--- config.mk ---
export PLATFORM = sky130hd
export DESIGN_NAME = cssc_step
export DESIGN_NICKNAME = d
export VERILOG_FILES = /design/src/rtl/core/cssc_pkg.sv /design/src/rtl/core/cssc_step.sv
export SDC_FILE = /design/constraint.sdc
export NUM_CORES = 1
export LEC_CHECK = 0
export BUFFER_PORTS_ARGS = -buffer_cell sky130_fd_sc_hd__buf_2
export CORE_ASPECT_RATIO = 1.1
export CORE_UTILIZATION = 35
export DETAILED_ROUTE_END_ITERATION = 16
export PLACE_DENSITY = 0.68
export RECOVER_POWER = 25
export SETUP_SLACK_MARGIN = 0.4
export SLEW_MARGIN = 10
export SYNTH_ARGS = -nofsm -noshare
export SYNTH_HDL_FRONTEND = slang
export SYNTH_SLANG_ARGS = --single-unit
export TNS_END_PERCENT = 10
--- constraint.sdc ---
create_clock -name vclk -period 8.06
set_input_delay 0.806 -clock vclk [all_inputs]
set_output_delay 0.806 -clock vclk [all_outputs]
set_load 0.02 [all_outputs]
--- src/rtl/core/cssc_pkg.sv ---
// shared types, constants and byte-class lookup for the source syntax checker
package cssc_pkg;

  localparam int COUNT_BITS = 24;
  localparam int DEPTH_BITS = 16;

  localparam logic [7:0] CH_NL     = 8'h0a;
  localparam logic [7:0] CH_SPACE  = 8'h20;
  localparam logic [7:0] CH_QUOTE  = 8'h22;
  localparam logic [7:0] CH_LPAREN = 8'h28;
  localparam logic [7:0] CH_RPAREN = 8'h29;
  localparam logic [7:0] CH_AT     = 8'h40;
  localparam logic [7:0] CH_LBRACK = 8'h5b;
  localparam logic [7:0] CH_RBRACK = 8'h5d;
  localparam logic [7:0] CH_CTRL_MAX = 8'h1f;

  localparam logic [255:0] WORD_CLASS = {
    ~32'hffe00000, ~32'h00000003, 32'hffffffff, 32'hffffffff,
    ~32'hb8000000, ~32'h38000001, ~32'h780093cd, 32'h00000000
  };

  typedef enum logic [3:0] {
    M_TOP       = 4'd0,
    M_WORD      = 4'd1,
    M_AT        = 4'd2,
    M_ANN_FIRST = 4'd3,
    M_ANN_WORD  = 4'd4,
    M_TXT_FIRST = 4'd5,
    M_INLINE    = 4'd6,
    M_ML_START  = 4'd7,
    M_ML_LINE   = 4'd8
  } mode_t;

  typedef struct packed {
    mode_t                 mode;
    logic [COUNT_BITS-1:0] cnt;
    logic [COUNT_BITS-1:0] ppos;
    logic [COUNT_BITS-1:0] apos;
    logic [DEPTH_BITS-1:0] depth;
    logic                  stopped;
    logic                  ovf;
  } parse_state_t;

  typedef struct packed {
    logic                  halted;
    logic [COUNT_BITS-1:0] scanned;
    logic [COUNT_BITS-1:0] parsed;
    logic [COUNT_BITS-1:0] accepted;
    logic [DEPTH_BITS-1:0] depth;
    logic                  overflow;
    logic                  whole;
  } status_t;

  localparam parse_state_t STATE_RESET = '{
    mode: M_TOP, cnt: '0, ppos: '0, apos: '0, depth: '0, stopped: 1'b0, ovf: 1'b0
  };

  function automatic logic is_word(input logic [7:0] b);
    return WORD_CLASS[b];
  endfunction

endpackage

--- src/rtl/core/cssc_step.sv ---
// one-byte parse transition: next state and status word
module cssc_step (
  input  cssc_pkg::parse_state_t st,
  input  logic [7:0]             data_byte,
  input  logic                   last,
  output cssc_pkg::parse_state_t st_nxt,
  output cssc_pkg::status_t      status
);

  cssc_pkg::parse_state_t             nx;
  logic                               tk;
  logic                               ts;
  logic                               w;
  logic [cssc_pkg::COUNT_BITS-1:0]    cnt_inc;
  logic                               whole;

  always_comb begin
    nx      = st;
    tk      = 1'b0;
    ts      = 1'b0;
    whole   = 1'b0;
    w       = cssc_pkg::is_word(data_byte);
    cnt_inc = (&st.cnt) ? st.cnt : st.cnt + 1'b1;

    if (!st.stopped) begin
      unique case (st.mode)
        cssc_pkg::M_WORD: begin
          if (w) begin
            tk = 1'b1;
          end else if (data_byte == cssc_pkg::CH_AT) begin
            tk = 1'b1;
            nx.mode = cssc_pkg::M_AT;
          end else begin
            ts = 1'b1;
          end
        end
        cssc_pkg::M_AT: begin
          if (w) begin
            tk = 1'b1;
            nx.mode = cssc_pkg::M_WORD;
          end else begin
            nx.stopped = 1'b1;
          end
        end
        cssc_pkg::M_ANN_FIRST: begin
          if (w) begin
            tk = 1'b1;
            nx.mode = cssc_pkg::M_ANN_WORD;
          end else begin
            nx.stopped = 1'b1;
          end
        end
        cssc_pkg::M_ANN_WORD: begin
          if (w) begin
            tk = 1'b1;
          end else if (data_byte == cssc_pkg::CH_RPAREN) begin
            tk = 1'b1;
            nx.mode = cssc_pkg::M_WORD;
          end else begin
            nx.stopped = 1'b1;
          end
        end
        cssc_pkg::M_TXT_FIRST: begin
          if (data_byte == cssc_pkg::CH_NL) begin
            tk = 1'b1;
            nx.mode = cssc_pkg::M_ML_START;
          end else if (data_byte == cssc_pkg::CH_QUOTE) begin
            tk = 1'b1;
            nx.mode = cssc_pkg::M_WORD;
          end else if (data_byte > cssc_pkg::CH_CTRL_MAX) begin
            tk = 1'b1;
            nx.mode = cssc_pkg::M_INLINE;
          end else begin
            nx.stopped = 1'b1;
          end
        end
        cssc_pkg::M_INLINE: begin
          if (data_byte == cssc_pkg::CH_QUOTE) begin
            tk = 1'b1;
            nx.mode = cssc_pkg::M_WORD;
          end else if (data_byte > cssc_pkg::CH_CTRL_MAX) begin
            tk = 1'b1;
          end else begin
            nx.stopped = 1'b1;
          end
        end
        cssc_pkg::M_ML_START: begin
          if (data_byte == cssc_pkg::CH_NL) begin
            tk = 1'b1;
          end else if (data_byte == cssc_pkg::CH_SPACE) begin
            tk = 1'b1;
            nx.mode = cssc_pkg::M_ML_LINE;
          end else if (data_byte == cssc_pkg::CH_QUOTE) begin
            tk = 1'b1;
            nx.mode = cssc_pkg::M_WORD;
          end else begin
            nx.stopped = 1'b1;
          end
        end
        cssc_pkg::M_ML_LINE: begin
          if (data_byte > cssc_pkg::CH_CTRL_MAX) begin
            tk = 1'b1;
          end else if (data_byte == cssc_pkg::CH_NL) begin
            tk = 1'b1;
            nx.mode = cssc_pkg::M_ML_START;
          end else begin
            nx.stopped = 1'b1;
          end
        end
        default: begin
          ts = 1'b1;
        end
      endcase
    end

    // token start: byte always counted first
    if (ts) begin
      tk = 1'b1;
      if (w) begin
        nx.mode = cssc_pkg::M_WORD;
      end else if (data_byte == cssc_pkg::CH_SPACE || data_byte == cssc_pkg::CH_NL) begin
        nx.ppos = cnt_inc;
        if (st.depth == '0) begin
          nx.apos = cnt_inc;
        end
        nx.mode = cssc_pkg::M_TOP;
      end else if (data_byte == cssc_pkg::CH_LBRACK) begin
        if (&st.depth) begin
          nx.ovf     = 1'b1;
          nx.stopped = 1'b1;
        end else begin
          nx.depth = st.depth + 1'b1;
        end
        nx.mode = cssc_pkg::M_TOP;
      end else if (data_byte == cssc_pkg::CH_RBRACK && st.depth != '0) begin
        nx.depth = st.depth - 1'b1;
        nx.mode  = cssc_pkg::M_WORD;
      end else if (data_byte == cssc_pkg::CH_LPAREN) begin
        nx.mode = cssc_pkg::M_ANN_FIRST;
      end else if (data_byte == cssc_pkg::CH_QUOTE) begin
        nx.mode = cssc_pkg::M_TXT_FIRST;
      end else begin
        nx.stopped = 1'b1;
      end
    end

    if (tk) begin
      nx.cnt = cnt_inc;
    end

    if (last) begin
      if (!nx.stopped && nx.mode != cssc_pkg::M_TOP && nx.mode != cssc_pkg::M_WORD) begin
        nx.stopped = 1'b1;
      end
      whole = !nx.stopped && (nx.apos == nx.cnt);
    end

    status.halted   = nx.stopped;
    status.scanned  = nx.cnt;
    status.parsed   = nx.ppos;
    status.accepted = nx.apos;
    status.depth    = nx.depth;
    status.overflow = nx.ovf;
    status.whole    = whole;

    st_nxt = last ? cssc_pkg::STATE_RESET : nx;
  end

endmodule

## Yosys cells after proc, flatten, opt, wreduce, memory -nomap -nowiden

Memories as Yosys holds them, arrays and structs flattened.
Cells that the tools add are included.

| word-level totals | value |
|---|---|
| bits in registers | 0 |
| bits in latches | 0 |
| bits in writable memories | 0 |
| ROM bits | 256 |
| bits of input ports | 103 |
| output and inout bits | 185 |
| word-level logic and storage cells | 115 |
| memories | 1 |

| cells by class | value |
|---|---|
| add/subtract/negate cells | 3 |
| multiply operators | 0 |
| divide/modulo/power cells | 0 |
| order comparisons | 2 |
| eq/ne operators | 18 |
| shift operators | 0 |
| mux-type cells | 77 |
| bitwise operators | 0 |
| reductions and logical operators | 14 |

Memories:

| memory | words | bits a word | rd ports | clocked after memory_dff | wr ports | line | source |
|---|---|---|---|---|---|---|---|
| (no name shown) | 256 | 1 | 1 | 0 | 0 | cssc_pkg.sv:59 | `return WORD_CLASS[b];` |

Operator list:

| operator | count |
|---|---|
| $mux 66 | 2 |
| $mux 94 | 1 |
| $mux 4 | 22 |
| $mux 24 | 3 |
| $mux 48 | 1 |
| $mux 1 | 39 |
| $eq 8x6->1 const B | 4 |
| $mux 16 | 2 |
| $pmux 4 s8 | 1 |
| $add 24x1->24 const B | 1 |
| $eq 24x24->1 | 1 |
| $eq 8x7->1 const B | 3 |
| $reduce_and 24->1 | 1 |
| $mux 18 | 1 |
| $mux 17 | 1 |
| $add 16x1->16 const B | 1 |
| $eq 4x3->1 const B | 4 |
| $logic_not 16->1 | 1 |
| $reduce_and 16->1 | 1 |
| $reduce_bool 16->1 | 1 |
| $sub 16x1->16 const B | 1 |
| $lt 8x9->1 const B | 1 |
| $eq 4x2->1 const B | 2 |
| $eq 8x4->1 const B | 1 |
| other kinds (14) | 18 |

## Depth between registers and ports, before layout

| depth | value |
|---|---|
| depth after elaboration | 21 |
| mapped depth | 15 |
| depth with buffers taken out | 13 |

## Worst setup path after synthesis

No wires, ideal clock.

| timing | value |
|---|---|
| path kind | input -> output |
| start | input data_byte[0] |
| end | output st_nxt[15] (netlist name) |
| arrival | 4.175 ns |
| required time | 7.254 ns |
| slack | 3.079 ns |
| stages | 11 |
| buffers on the path | 3 |
| cell sequence | inv_1 > ha_1 > mux4_2 > o211ai_1 > nand3_2 > buf_2 > clkbuf_1 > or2_2 > clkbuf_1 > o41ai_1 > nor2b_1 |

RTL lines:

| element | line | source |
|---|---|---|
| start: declaration | cssc_step.sv:4 | `input logic [7:0] data_byte,` |
| end: declaration | cssc_step.sv:6 | `output cssc_pkg::parse_state_t st_nxt,` |

==> results.sh <==
export IMPL_final_common_cell="buf_2"
export IMPL_layout_common_cells="252 x buf_2, 77 x nor2b_1, 71 x nor2_1"
export IMPL_comb_power_share=1.000
export IMPL_finalHoldViolCount=0
export IMPL_p_clk_frac=0
export IMPL_fmax_ghz=0.162
export IMPL_whs_ns=1.97
export IMPL_route_detailed_drc=0
export IMPL_switching_share=0.662
export IMPL_seq_area_um2=0
export IMPL_slew_viol_final=0
export IMPL_p_switching_mw=0.223
export IMPL_dpl_cell_area_um2=5880
export IMPL_yosysTopAreaCellShare=0.108
export IMPL_syn_inst=732
export IMPL_dp_cells=1124
export IMPL_cp_arrival_ns=5.35
export IMPL_worstSetupEndpointType="output port"
export IMPL_num_clock_buffers=0
export IMPL_fp_dieW_um=110
export IMPL_cp_required_ns=7.25
export IMPL_maxCapViolations=0
export IMPL_cellLeakagePower_nw=2.56
export IMPL_power_density_nw_per_um2=58.0
export IMPL_die_area_um2=13200
export IMPL_crit_fanout=20
export IMPL_setup_violations=0
export IMPL_antennaDiodeCount=0
export IMPL_via_per_inst=5.60
export IMPL_drt_pass1_iterations=5
export IMPL_initial_core_util=0.365
export IMPL_drt_wl_total_mm=19.3
export IMPL_rows=42
export IMPL_grt_max_degree=97
export IMPL_synth_nets=843
export IMPL_hp_class="in2out"
export IMPL_synth_seq_area_share=0
export IMPL_hold_buffers=0
export IMPL_ant_nets=0
export IMPL_wl_per_cell_um=17.2
export IMPL_num_io_pins=288
export IMPL_vdd_drop_max_mv=0.0308
export IMPL_first_iter_violations=526
export IMPL_yosysTopAreaCell="nor2b_1"
export IMPL_tns_ns=0
export IMPL_die_height_um=121
export IMPL_status="complete, no violations"
export IMPL_p_seq_frac=0
export IMPL_fin_nets=1083
export IMPL_seq_cells=0
export IMPL_p_int_mw=0.114
export IMPL_core_um2=12200
export IMPL_area_growth_pct=30.0
export IMPL_synth_area_leaders="nor2b_1 11%, xnor2_1 6.7%, nor2_1 6.0%"
export IMPL_gr_usage_all_layers=0.272
export IMPL_min_period_over_period=0.764
export IMPL_worst_slew_pin_transition_ns=1.07
export IMPL_routed_via_count=6293
export IMPL_slew_headroom=0.283
export IMPL_startpoint_type="primary input"
export IMPL_grt_pass1_wl_mm=28.5
export IMPL_yosysWarnings=0
export IMPL_critPathKind="in2out"
export IMPL_io_buffers=288
export IMPL_cts_setup_buffers=0
export IMPL_fin_cells=1124
export IMPL_final_layout_size_suffix_gt1_frac=0.295
export IMPL_rsz0062_at_grt="false"
export IMPL_synth_area_per_cell_um2=6.11
export IMPL_post_cts_resized=0
export IMPL_min_period_ns=6.16
export IMPL_hpwl_mm=15.8
export IMPL_antenna_found_initial=1
export IMPL_synth_area_um2=4470
export IMPL_ys_types=83
export IMPL_overflow=0
export IMPL_grt_pass1_vias=5368
export IMPL_final_cell_area_um2=5810
export IMPL_gp_congestion=0.919
## stage by stage
step / power [mW] / utilization / setup WS (ns)
after CTS: 0.339 / 0.480 / 2.35
final: 0.337 / 0.475 / 1.90
after global routing: 0.365 / 0.475 / 1.48
after floorplan: 0.217 / - / 3.08
after detailed placement: 0.338 / 0.480 / 2.36
after global placement: 0.337 / 0.480 / 2.37
## Yosys cell counts (all sizes together) (5+ instances only)
master / number
nor2b: 77
nor2: 72
nand2: 56
a21oi: 51
o21ai: 47
nor3: 38
inv: 36
nand3: 36
xnor2: 34
clkbuf: 28
buf: 23
nand4: 23
xor2: 23
or3: 17
and3: 15
mux2: 9
mux2i: 9
nor4: 9
o21a: 9
or2: 9
a31oi: 8
ha: 8
nor3b: 7
o22ai: 6
or4: 6
o31ai: 5
## power groups by stage
| stage | Clock (mW) | Combinational [mW] | Sequential, mW |
|---|---|---|---|
| 6_report | 0 | 0.337 | 0 |
| 4_1_cts | 0 | 0.339 | 0 |
| 2_1_floorplan | 0 | 0.217 | 0 |
| 3_5_place_dp | 0 | 0.338 | 0 |
| 3_3_place_gp | 0 | 0.337 | 0 |
| 5_1_grt | 0 | 0.365 | 0 |
## area by class of cell
cell class	count	area (um2)
inverter	36	135
timing repair buffer	289	1410
multi-input combinational	645	4080
fill	1355	6430
tap	154	193
## path summary, 6_finish.rpt
kind / startpoint / endpoint / slack (ns) / depth (start not counted)
hold / removal: st[7] / status[7] / 1.97 / 3
setup / recovery: data_byte[1] / status[0] / 1.90 / 13
## worst max-delay path, cell delays in order
cell	delay (ns)
clkbuf_1	0.27
inv_1	0.12
ha_1	0.28
mux4_2	0.45
o211ai_1	0.33
nand3_1	0.79
nor2_8	0.56
mux2_4	0.35
or3_1	0.38
a211oi_2	0.22
nand4_1	0.17
nor4_2	0.39
buf_2	0.24
## per-layer routing
metal	global-route usage	routed length, um	up-vias
met3	0.0264	1430	33
met4	0.0450	342	2
li1	-	-	3103
met1	0.377	8470	2874
met2	0.457	9090	281
met5	0	13	-
## cell families after synthesis
kind of cell               synth area share
and+or+nand+nor                       0.488
AOI/OAI and AO/OA                     0.246
xor gates and xnor gates              0.112
muxes                                0.0487
adders and majority gates            0.0224
buffers and inverters                0.0834
Power figures use the tool's default switching activity.
